[config.mk]
export PLATFORM = sky130hd
export DESIGN_NAME = kary_tree_index_router
export DESIGN_NICKNAME = d
export VERILOG_FILES = /design/src/hw/rtl/kti_pkg.sv /design/src/hw/rtl/kti_div.sv /design/src/hw/rtl/kary_tree_index_router.sv
export SDC_FILE = /design/constraint.sdc
export NUM_CORES = 2
export LEC_CHECK = 0
export BUFFER_PORTS_ARGS = -buffer_cell sky130_fd_sc_hd__buf_2
export CAP_MARGIN = 0
export CORE_MARGIN = 2
export CORE_UTILIZATION = 60
export DETAILED_ROUTE_END_ITERATION = 6
export PLACE_DENSITY = 0.77
export SETUP_SLACK_MARGIN = 0.5
export SLEW_MARGIN = 20
export SYNTH_ARGS = -nofsm -noshare
export SYNTH_HDL_FRONTEND = slang
export SYNTH_HIERARCHICAL = 1
export SYNTH_SLANG_ARGS = --single-unit
[constraint.sdc]
create_clock -name clk -period 10.1 [get_ports clk]
set_input_delay 1.01 -clock clk [delete_from_list [all_inputs] [get_ports clk]]
set_output_delay 1.01 -clock clk [all_outputs]
set_load 0.05 [all_outputs]
[src/hw/rtl/kti_pkg.sv]
// ----------------------------------------------------------------------------
// kti_pkg
// shared constants and codes for the k-ary tree index router
// ----------------------------------------------------------------------------
package kti_pkg;
  localparam int INDEX_WIDTH_DEF = 32;
  localparam int MAX_ARITY_DEF   = 255;
  localparam int ARITY_W         = 8;
  localparam int FIELD_W         = 32;
  localparam int MODE_W          = 3;
  localparam int SLOT_W          = 8;
  localparam int CFG_IDX_W       = 1;

  localparam logic [MODE_W-1:0] MODE_PARENT = 3'd0;
  localparam logic [MODE_W-1:0] MODE_CHILD  = 3'd1;
  localparam logic [MODE_W-1:0] MODE_LEVEL  = 3'd2;
  localparam logic [MODE_W-1:0] MODE_COUNT  = 3'd3;
  localparam logic [MODE_W-1:0] MODE_UP     = 3'd4;
  localparam logic [MODE_W-1:0] MODE_DOWN   = 3'd5;

  localparam logic [CFG_IDX_W-1:0] CFG_ARITY      = 1'b0;
  localparam logic [CFG_IDX_W-1:0] CFG_NODE_COUNT = 1'b1;

  localparam logic [ARITY_W-1:0] ARITY_RESET = 8'd2;
endpackage

[src/hw/rtl/kti_div.sv]
// ----------------------------------------------------------------------------
// kti_div
// restoring divider, one quotient bit per cycle, divisor up to arity width
// ----------------------------------------------------------------------------
module kti_div
  import kti_pkg::*;
#(
  parameter int IW = INDEX_WIDTH_DEF
) (
  input  logic               clk,
  input  logic               rst_n,
  input  logic               go,
  input  logic [IW-1:0]      dividend,
  input  logic [ARITY_W-1:0] divisor,
  output logic               done,
  output logic [IW-1:0]      quotient
);
  localparam int CW = $clog2(IW + 1);

  logic [ARITY_W-1:0] rem_r;
  logic [ARITY_W-1:0] dvs_r;
  logic [IW-1:0]      quo_r;
  logic [CW-1:0]      cnt_r;
  logic               run_r;
  logic               done_r;
  logic [ARITY_W:0]   trial;
  logic               fit;

  assign trial = {rem_r, quo_r[IW-1]};
  assign fit   = trial >= {1'b0, dvs_r};

  always_ff @(posedge clk) begin
    if (!rst_n) begin
      run_r  <= 1'b0;
      done_r <= 1'b0;
      cnt_r  <= '0;
    end else begin
      done_r <= 1'b0;
      if (go) begin
        quo_r <= dividend;
        dvs_r <= divisor;
        rem_r <= '0;
        cnt_r <= '0;
        run_r <= 1'b1;
      end else if (run_r) begin
        rem_r <= fit ? ARITY_W'(trial - {1'b0, dvs_r}) : trial[ARITY_W-1:0];
        quo_r <= {quo_r[IW-2:0], fit};
        cnt_r <= cnt_r + 1'b1;
        if (cnt_r == CW'(IW - 1)) begin
          run_r  <= 1'b0;
          done_r <= 1'b1;
        end
      end
    end
  end

  assign done     = done_r;
  assign quotient = quo_r;
endmodule

[src/hw/rtl/kary_tree_index_router.sv]
// ----------------------------------------------------------------------------
// kary_tree_index_router
// index queries on an implicit breadth-first k-ary tree: parent, child,
// level, descendant count and next hop up or down
// ----------------------------------------------------------------------------
// channel   ports                                          handshake
// in        in_mode in_node in_other_node in_child_slot    start & !busy
// out       out_value out_found                            out_valid strobe
// cfg       cfg_index cfg_wdata                            cfg_we
//
// one item at a time; busy stays high until its result strobe
// parent takes one division, child a multiply-add and a compare, count two
// multiply-adds per tree level; level and routes take one division per level
// walked, up to 32 levels, on the shared one-bit-per-cycle divider
// synchronous active-low reset; arity 2, node_count 0 after reset
// the result receiver cannot stall
module kary_tree_index_router
  import kti_pkg::*;
#(
  parameter int INDEX_WIDTH = INDEX_WIDTH_DEF,
  parameter int MAX_ARITY   = MAX_ARITY_DEF
) (
  input  logic                 clk,
  input  logic                 rst_n,
  input  logic                 start,
  output logic                 busy,
  input  logic [MODE_W-1:0]    in_mode,
  input  logic [FIELD_W-1:0]   in_node,
  input  logic [FIELD_W-1:0]   in_other_node,
  input  logic [SLOT_W-1:0]    in_child_slot,
  output logic                 out_valid,
  output logic [FIELD_W-1:0]   out_value,
  output logic                 out_found,
  input  logic                 cfg_we,
  input  logic [CFG_IDX_W-1:0] cfg_index,
  input  logic [FIELD_W-1:0]   cfg_wdata
);
  localparam int IW = INDEX_WIDTH;
  localparam int PW = IW + ARITY_W + 1;
  localparam int CW = $clog2(IW + 1);
  localparam logic [ARITY_W-1:0] KMAX = ARITY_W'(MAX_ARITY);

  typedef enum logic [2:0] {
    ST_IDLE, ST_DECODE, ST_DIV, ST_CHILD, ST_CHILD_CMP, ST_CLO, ST_CHI, ST_CACC
  } state_t;

  state_t             state_r;
  logic [ARITY_W-1:0] arity_r;
  logic [IW-1:0]      size_r;
  logic [MODE_W-1:0]  mode_r;
  logic [IW-1:0]      node_r;
  logic [IW-1:0]      other_r;
  logic [SLOT_W-1:0]  slot_r;
  logic [ARITY_W-1:0] k_r;
  logic [IW-1:0]      cur_r;
  logic [IW-1:0]      res_r;
  logic [CW-1:0]      cnt_r;
  logic [PW-1:0]      lo_r;
  logic [PW-1:0]      hi_r;
  logic [PW-1:0]      prod_r;
  logic [IW-1:0]      sum_r;
  logic               div_go_r;
  logic [IW-1:0]      div_arg_r;
  logic               out_valid_r;
  logic [IW-1:0]      out_value_r;
  logic               out_found_r;

  logic               div_done;
  logic [IW-1:0]      div_q;
  logic [PW-1:0]      mul_b;
  logic [PW-1:0]      mul_c;
  logic [PW-1:0]      mul_out;
  logic [PW-1:0]      size_m1;
  logic [PW-1:0]      hi_cl;

  kti_div #(.IW(IW)) u_div (
    .clk      (clk),
    .rst_n    (rst_n),
    .go       (div_go_r),
    .dividend (div_arg_r),
    .divisor  (k_r),
    .done     (div_done),
    .quotient (div_q)
  );

  // shared multiply-add unit
  always_comb begin
    case (state_r)
      ST_CHILD: begin
        mul_b = PW'(node_r);
        mul_c = PW'(slot_r) + PW'(1);
      end
      ST_CHI: begin
        mul_b = hi_r;
        mul_c = PW'(k_r);
      end
      default: begin
        mul_b = lo_r;
        mul_c = PW'(1);
      end
    endcase
  end

  assign mul_out = PW'(PW'(k_r) * mul_b) + mul_c;
  assign size_m1 = PW'(size_r) - PW'(1);
  assign hi_cl   = (prod_r > size_m1) ? size_m1 : prod_r;

  always_ff @(posedge clk) begin
    if (!rst_n) begin
      state_r     <= ST_IDLE;
      arity_r     <= ARITY_RESET;
      size_r      <= '0;
      div_go_r    <= 1'b0;
      out_valid_r <= 1'b0;
    end else begin
      div_go_r    <= 1'b0;
      out_valid_r <= 1'b0;
      if (cfg_we) begin
        unique case (cfg_index)
          CFG_ARITY:      arity_r <= cfg_wdata[ARITY_W-1:0];
          CFG_NODE_COUNT: size_r  <= cfg_wdata[IW-1:0];
          default:        ;
        endcase
      end
      unique case (state_r)
        ST_IDLE: begin
          if (start) begin
            mode_r  <= in_mode;
            node_r  <= in_node[IW-1:0];
            other_r <= in_other_node[IW-1:0];
            slot_r  <= in_child_slot;
            k_r     <= (arity_r > KMAX) ? KMAX : arity_r;
            state_r <= ST_DECODE;
          end
        end
        ST_DECODE: begin
          cnt_r <= '0;
          case (mode_r)
            MODE_PARENT: begin
              if (k_r == '0 || node_r == '0) begin
                out_valid_r <= 1'b1; out_found_r <= 1'b0; out_value_r <= '0;
                state_r <= ST_IDLE;
              end else begin
                div_go_r <= 1'b1; div_arg_r <= node_r - 1'b1; state_r <= ST_DIV;
              end
            end
            MODE_CHILD: begin
              if (k_r == '0 || ARITY_W'(slot_r) >= k_r) begin
                out_valid_r <= 1'b1; out_found_r <= 1'b0; out_value_r <= '0;
                state_r <= ST_IDLE;
              end else begin
                state_r <= ST_CHILD;
              end
            end
            MODE_LEVEL: begin
              if (k_r == '0 || node_r == '0) begin
                out_valid_r <= 1'b1; out_found_r <= 1'b1; out_value_r <= '0;
                state_r <= ST_IDLE;
              end else if (k_r == ARITY_W'(1)) begin
                out_valid_r <= 1'b1; out_found_r <= 1'b1; out_value_r <= node_r;
                state_r <= ST_IDLE;
              end else begin
                div_go_r <= 1'b1; div_arg_r <= node_r - 1'b1; state_r <= ST_DIV;
              end
            end
            MODE_COUNT: begin
              if (k_r == '0 || node_r >= size_r) begin
                out_valid_r <= 1'b1; out_found_r <= 1'b1; out_value_r <= '0;
                state_r <= ST_IDLE;
              end else if (k_r == ARITY_W'(1)) begin
                out_valid_r <= 1'b1; out_found_r <= 1'b1;
                out_value_r <= size_r - 1'b1 - node_r;
                state_r <= ST_IDLE;
              end else begin
                lo_r <= PW'(node_r); hi_r <= PW'(node_r); sum_r <= '0;
                state_r <= ST_CLO;
              end
            end
            MODE_UP: begin
              if (k_r == '0 || node_r == other_r || node_r >= size_r ||
                  other_r >= size_r || node_r == '0) begin
                out_valid_r <= 1'b1; out_found_r <= 1'b0; out_value_r <= '0;
                state_r <= ST_IDLE;
              end else begin
                div_go_r <= 1'b1; div_arg_r <= node_r - 1'b1; state_r <= ST_DIV;
              end
            end
            MODE_DOWN: begin
              if (k_r == '0 || node_r == other_r || node_r >= size_r ||
                  other_r >= size_r) begin
                out_valid_r <= 1'b1; out_found_r <= 1'b0; out_value_r <= '0;
                state_r <= ST_IDLE;
              end else if (k_r == ARITY_W'(1)) begin
                out_valid_r <= 1'b1;
                out_found_r <= other_r > node_r;
                out_value_r <= (other_r > node_r) ? node_r + 1'b1 : '0;
                state_r <= ST_IDLE;
              end else if (other_r == '0) begin
                out_valid_r <= 1'b1; out_found_r <= 1'b0; out_value_r <= '0;
                state_r <= ST_IDLE;
              end else begin
                cur_r <= other_r;
                div_go_r <= 1'b1; div_arg_r <= other_r - 1'b1; state_r <= ST_DIV;
              end
            end
            default: begin
              out_valid_r <= 1'b1; out_found_r <= 1'b0; out_value_r <= '0;
              state_r <= ST_IDLE;
            end
          endcase
        end
        ST_DIV: begin
          if (div_done) begin
            cnt_r <= cnt_r + 1'b1;
            case (mode_r)
              MODE_PARENT: begin
                out_valid_r <= 1'b1; out_found_r <= 1'b1; out_value_r <= div_q;
                state_r <= ST_IDLE;
              end
              MODE_LEVEL: begin
                if (div_q == '0) begin
                  out_valid_r <= 1'b1; out_found_r <= 1'b1;
                  out_value_r <= IW'(cnt_r) + 1'b1;
                  state_r <= ST_IDLE;
                end else begin
                  div_go_r <= 1'b1; div_arg_r <= div_q - 1'b1;
                end
              end
              MODE_UP: begin
                if (cnt_r == '0) begin
                  res_r <= div_q;
                end
                if (k_r == ARITY_W'(1)) begin
                  out_valid_r <= 1'b1;
                  out_found_r <= other_r < node_r;
                  out_value_r <= (other_r < node_r) ? div_q : '0;
                  state_r <= ST_IDLE;
                end else if (div_q == other_r) begin
                  out_valid_r <= 1'b1; out_found_r <= 1'b1;
                  out_value_r <= (cnt_r == '0) ? div_q : res_r;
                  state_r <= ST_IDLE;
                end else if (div_q == '0) begin
                  out_valid_r <= 1'b1; out_found_r <= 1'b0; out_value_r <= '0;
                  state_r <= ST_IDLE;
                end else begin
                  div_go_r <= 1'b1; div_arg_r <= div_q - 1'b1;
                end
              end
              default: begin
                if (div_q == node_r) begin
                  out_valid_r <= 1'b1; out_found_r <= 1'b1; out_value_r <= cur_r;
                  state_r <= ST_IDLE;
                end else if (div_q == '0) begin
                  out_valid_r <= 1'b1; out_found_r <= 1'b0; out_value_r <= '0;
                  state_r <= ST_IDLE;
                end else begin
                  cur_r <= div_q;
                  div_go_r <= 1'b1; div_arg_r <= div_q - 1'b1;
                end
              end
            endcase
          end
        end
        ST_CHILD: begin
          prod_r  <= mul_out;
          state_r <= ST_CHILD_CMP;
        end
        ST_CHILD_CMP: begin
          out_valid_r <= 1'b1;
          out_found_r <= prod_r < PW'(size_r);
          out_value_r <= (prod_r < PW'(size_r)) ? prod_r[IW-1:0] : '0;
          state_r     <= ST_IDLE;
        end
        ST_CLO: begin
          prod_r  <= mul_out;
          state_r <= ST_CHI;
        end
        ST_CHI: begin
          lo_r    <= prod_r;
          prod_r  <= mul_out;
          state_r <= ST_CACC;
        end
        ST_CACC: begin
          if (lo_r >= PW'(size_r)) begin
            out_valid_r <= 1'b1; out_found_r <= 1'b1; out_value_r <= sum_r;
            state_r <= ST_IDLE;
          end else begin
            hi_r    <= hi_cl;
            sum_r   <= sum_r + IW'(hi_cl - lo_r) + 1'b1;
            state_r <= ST_CLO;
          end
        end
        default: state_r <= ST_IDLE;
      endcase
    end
  end

  assign busy      = state_r != ST_IDLE;
  assign out_valid = out_valid_r;
  assign out_value = FIELD_W'(out_value_r);
  assign out_found = out_found_r;
endmodule

==> flow_results.xml <==
<?xml version="1.0" encoding="UTF-8"?>
<metrics>
  <group name="clock_network">
    <metric name="post_cts_buffers" unit="">0</metric>
    <metric name="clock_insertion_delay_worst_skew" unit="ns">0.63</metric>
    <metric name="hold_buffers" unit="">0</metric>
    <metric name="path_clk_slew" unit="ns">0.06</metric>
    <metric name="clock-sinks" unit="">474</metric>
    <metric name="numCtsBuffers" unit="">55</metric>
    <metric name="clockBufferDepth" unit="">3</metric>
    <metric name="post_cts.resized_instances" unit="">0</metric>
    <metric name="cts-root-buf" unit="">sky130_fd_sc_hd__clkbuf_16</metric>
    <metric name="cts_max_level" unit="">2</metric>
    <metric name="clock_tree_from_tritoncts" unit="">done</metric>
  </group>
  <group name="synth">
    <metric name="ys.warnings.count" unit="">6</metric>
    <metric name="async_flop_share" unit="">0</metric>
    <metric name="yosys-top-cells-area" unit="">sky130_fd_sc_hd__edfxtp_1, sky130_fd_sc_hd__fa_1, sky130_fd_sc_hd__ha_1, sky130_fd_sc_hd__nand2_1, sky130_fd_sc_hd__xnor2_1</metric>
    <metric name="yosys-mux-area-fraction" unit="">0.0327</metric>
    <metric name="syn-cell-area" unit="mm2">0.0435</metric>
    <metric name="synth_fa_ha_area_frac" unit="">0.221</metric>
    <metric name="yosys.area.top_type_share" unit="">0.291</metric>
    <metric name="synth_ff_type" unit="">sky130_fd_sc_hd__edfxtp_1</metric>
    <metric name="synth_top_family_by_area" unit="">adder cells</metric>
    <metric name="synth-seq-area-share" unit="">0.315</metric>
    <metric name="post_synth_inst_count" unit="">4738</metric>
    <metric name="yosys.cell_types.count" unit="">94</metric>
    <metric name="synth_xor_xnor_area_share" unit="">0.0505</metric>
    <metric name="mappedNetlistNets" unit="">5469</metric>
    <metric name="basic_gate_share_of_the_synthesized_area_counting_and_or_nand_and_nor_cells" unit="">0.154</metric>
    <metric name="synth_largest_area_cell" unit="">sky130_fd_sc_hd__edfxtp_1</metric>
    <metric name="number_of_synthesized_flops_with_an_enable_pin" unit="">421</metric>
    <metric name="avgSynthCellArea" unit="um2">9.18</metric>
    <metric name="compound_gate_fraction_of_synth_area" unit="">0.164</metric>
    <metric name="number_of_synthesized_register_bits" unit="">474</metric>
  </group>
  <group name="die">
    <metric name="fp.coreArea" unit="mm2">0.0716</metric>
    <metric name="die_y" unit="um">273</metric>
    <metric name="initial_utilization" unit="">0.608</metric>
    <metric name="floorplan.die.width" unit="um">273</metric>
    <metric name="fp.dieArea" unit="mm2">0.0747</metric>
    <metric name="floorplan.io_pins" unit="">147</metric>
    <metric name="rows" unit="">98</metric>
  </group>
  <group name="global_route">
    <metric name="initial_antenna_violation_count" unit="">2</metric>
    <metric name="overflow" unit="">0</metric>
    <metric name="grt_first_pass_wirelength" unit="um">223000</metric>
    <metric name="vias_in_the_first_global_route" unit="">36586</metric>
    <metric name="grt_max_degree" unit="">72</metric>
    <metric name="grt.total_usage" unit="">0.394</metric>
  </group>
  <group name="drt">
    <metric name="drc_errors" unit="">0</metric>
    <metric name="ant_nets" unit="">0</metric>
    <metric name="iteration_0_drc_markers" unit="">4990</metric>
    <metric name="routed_wire_length_per_instance" unit="um">25.7</metric>
    <metric name="number_of_detailed_routing_iterations_run_before_antenna_repair" unit="">6</metric>
    <metric name="detailroute.via_count" unit="">37935</metric>
    <metric name="drt-vias-per-instance" unit="">6.59</metric>
    <metric name="routed_wirelength" unit="um">148000</metric>
  </group>
  <group name="timing">
    <metric name="setup-tns-final" unit="ns">0</metric>
    <metric name="relSlewSlack" unit="">0.177</metric>
    <metric name="fin_crit" unit="ns">8.82</metric>
    <metric name="maxSlewViolCount" unit="">0</metric>
    <metric name="timing.clock.skew" unit="ns">0.0280</metric>
    <metric name="period_utilization_post_route" unit="">0.873</metric>
    <metric name="rsz_0062_raised_after_global_routing" unit="">false</metric>
    <metric name="transition_time_at_the_pin_with_the_least_slew_margin" unit="ns">1.22</metric>
    <metric name="finalSetupViolations" unit="">0</metric>
    <metric name="achievable-frequency" unit="MHz">113</metric>
    <metric name="fin_worst_hold_slack" unit="ns">0.432</metric>
    <metric name="finalHoldViolations" unit="">0</metric>
  </group>
  <group name="place">
    <metric name="io_buffer_count" unit="">146</metric>
    <metric name="dp.final_hpwl" unit="um">113000</metric>
    <metric name="gpl.final_weighted_congestion" unit="">1.02</metric>
  </group>
  <group name="critical_path">
    <metric name="arrival" unit="ns">9.16</metric>
    <metric name="path_max_fanout" unit="">18</metric>
    <metric name="timing_worst_setup_path_type" unit="">flip-flop to flip-flop</metric>
    <metric name="path_delay_family" unit="">simple AND/OR/NAND/NOR gates</metric>
    <metric name="worst_setup_path_end_kind" unit="">flip-flop</metric>
    <metric name="crit_buf_inv" unit="">0</metric>
    <metric name="cp_data_required_time" unit="ns">10.45</metric>
    <metric name="setup.worst_path.start_class" unit="">flip-flop</metric>
    <metric name="critPathSlowestCell" unit="">sky130_fd_sc_hd__o41ai_1</metric>
    <metric name="max_stage_delay" unit="ns">1.01</metric>
  </group>
  <group name="power_and_ir_drop">
    <metric name="fin_total_pwr" unit="mW">7.07</metric>
    <metric name="sequentialPowerShare" unit="">0.333</metric>
    <metric name="clock_power_share" unit="">0.313</metric>
    <metric name="power.density_cell_area" unit="mW/mm2">150</metric>
    <metric name="worst_ir_drop_vdd" unit="V">0.000168</metric>
    <metric name="p_sw_frac" unit="">0.356</metric>
    <metric name="power_report.internal_total" unit="mW">4.56</metric>
    <metric name="comb_power_frac" unit="">0.354</metric>
    <metric name="p_sw" unit="mW">2.52</metric>
    <metric name="power.leakage" unit="nW">19.7</metric>
  </group>
  <group name="layout">
    <metric name="drive_above_1_share" unit="">0.0997</metric>
    <metric name="layout.cells.most_common" unit="">sky130_fd_sc_hd__nand2_1</metric>
    <metric name="finalNetCount" unit="">5489</metric>
    <metric name="layout.cells.most_common_list" unit="">sky130_fd_sc_hd__nand2_1, sky130_fd_sc_hd__inv_1, sky130_fd_sc_hd__edfxtp_1</metric>
    <metric name="layout.core_utilization" unit="">0.659</metric>
    <metric name="layout-area-overhead-vs-synth" unit="%">8.39</metric>
  </group>
  <group name="run">
    <metric name="timing.max_cap.violations" unit="">0</metric>
  </group>
  <group name="outcome">
    <metric name="outcome" unit="">complete, no violations</metric>
  </group>
  <group name="min_path">
    <metric name="hold_crit_path_type" unit="">flip-flop to flip-flop</metric>
  </group>
</metrics>
[flip-flops by register name, summed over array words and instances, names as in the netlist, 3 cells and up]
| register | flops |
|---|---|
| u_div/cnt_r | 6 |
| size_r | 32 |
| cur_r | 32 |
| state_r | 3 |
| prod_r | 41 |
| u_div/rem_r | 8 |
| out_value | 32 |
| other_r | 32 |
| node_r | 32 |
| cnt_r | 6 |
| sum_r | 32 |
| res_r | 32 |
| k_r | 8 |
| div_arg_r | 32 |
| u_div/dvs_r | 8 |
| arity_r | 8 |
| slot_r | 8 |
| hi_r | 41 |
| u_div/quotient | 32 |
| lo_r | 41 |
| mode_r | 3 |
[stage by stage]
stage	area, um2	setup WS (ns)	cells
after floorplan	43500	1.68	4738
after global placement	45200	1.72	5651
after detailed placement	45200	1.61	5651
after CTS	47200	1.58	5755
after global routing	47200	0.773	5755
final	47200	1.28	5757
[cell usage after synthesis, drive strengths merged (24+ instances only)]
library cell,instances
xor2,51
a221o,31
nor4,42
xnor2,199
a21oi,300
a22oi,27
mux2,90
ha,368
nor3,80
a221oi,72
a31oi,33
a21o,103
dfxtp,53
edfxtp,421
nand2,538
a211oi,63
nand2b,34
buf,28
inv,462
nand4,82
mux2i,41
o21ai,261
and2,92
nand3,75
o21a,27
o211ai,33
nor2b,40
and3,27
fa,251
nor2,369
clkbuf,232
or3,24
[power groups by stage]
stage          sequential (mW)  clock (mW)  combinational, mW
6_report                  2.35        2.21               2.51
5_1_grt                   2.35        2.29               2.77
4_1_cts                   2.34        2.22               2.44
3_5_place_dp              2.38           0               2.41
3_3_place_gp              2.38           0               2.37
2_1_floorplan             2.33           0               1.82
[kinds of logic after synthesis]
group,Yosys count
muxes,131
and+or+nand+nor,1451
DFF,474
adders and majority gates,619
AOI/OAI and AO/OA,1090
xor gates and xnor gates,250
buffers and inverters,723
[worst paths after layout]
kind / cells after the start / endpoint / slack, ns / start
setup / recovery: 26 / sum_r[26]$_SDFFCE_PP0P_ / 1.28 / size_r[12]$_SDFFE_PN0P_
hold / removal: 0 / k_r[0]$_DFFE_PP_ / 0.43 / arity_r[0]$_SDFFE_PN0P_
setup reg to reg: 26 / sum_r[26]$_SDFFCE_PP0P_ / 1.28 / size_r[12]$_SDFFE_PN0P_
hold reg to reg: 0 / k_r[0]$_DFFE_PP_ / 0.43 / arity_r[0]$_SDFFE_PN0P_
[routing by layer]
| layer | track usage | vias up | routed length [um] |
|---|---|---|---|
| met3 | 0.0939 | 564 | 18200 |
| met5 | 0 | - | 8 |
| met1 | 0.520 | 18034 | 55700 |
| met4 | 0.218 | 2 | 9710 |
| met2 | 0.599 | 2591 | 64200 |
| li1 | - | 16744 | - |
[cell type report]
| class | instances | area, um2 |
|---|---|---|
| diodes | 2 | 5.00 |
| clock buffers | 75 | 1580 |
| clock inverters | 29 | 412 |
| fillers | 5882 | 24400 |
| inverters | 463 | 1740 |
| multi-input cells | 3541 | 27200 |
| flip-flops and latches | 474 | 13700 |
| well taps | 950 | 1190 |
| repair buffers | 223 | 1310 |
[worst reg2reg max path: stages (launching register included)]
cell and delay (ns):
sky130_fd_sc_hd__dfxtp_1 0.37, sky130_fd_sc_hd__or4_4 0.59, sky130_fd_sc_hd__or3_4 0.37, sky130_fd_sc_hd__or4_4 0.45
sky130_fd_sc_hd__or4_4 0.55, sky130_fd_sc_hd__or3_4 0.40, sky130_fd_sc_hd__xnor2_2 0.15, sky130_fd_sc_hd__ha_1 0.33
sky130_fd_sc_hd__nand4_1 0.12, sky130_fd_sc_hd__nor4_1 0.24, sky130_fd_sc_hd__nand2_1 0.22, sky130_fd_sc_hd__nor2_1 0.64
sky130_fd_sc_hd__nor2_4 0.21, sky130_fd_sc_hd__a21oi_1 0.29, sky130_fd_sc_hd__fa_1 0.46, sky130_fd_sc_hd__ha_1 0.40
sky130_fd_sc_hd__a21o_1 0.15, sky130_fd_sc_hd__a21oi_1 0.09, sky130_fd_sc_hd__o21bai_1 0.16, sky130_fd_sc_hd__a21oi_1 0.11
sky130_fd_sc_hd__o21ai_0 0.33, sky130_fd_sc_hd__nand2_1 0.21, sky130_fd_sc_hd__o41ai_1 1.01, sky130_fd_sc_hd__a31oi_1 0.25
sky130_fd_sc_hd__o21ai_0 0.26, sky130_fd_sc_hd__xnor2_1 0.15, sky130_fd_sc_hd__nor2_1 0.06
(Power assumes the default switching activity.)
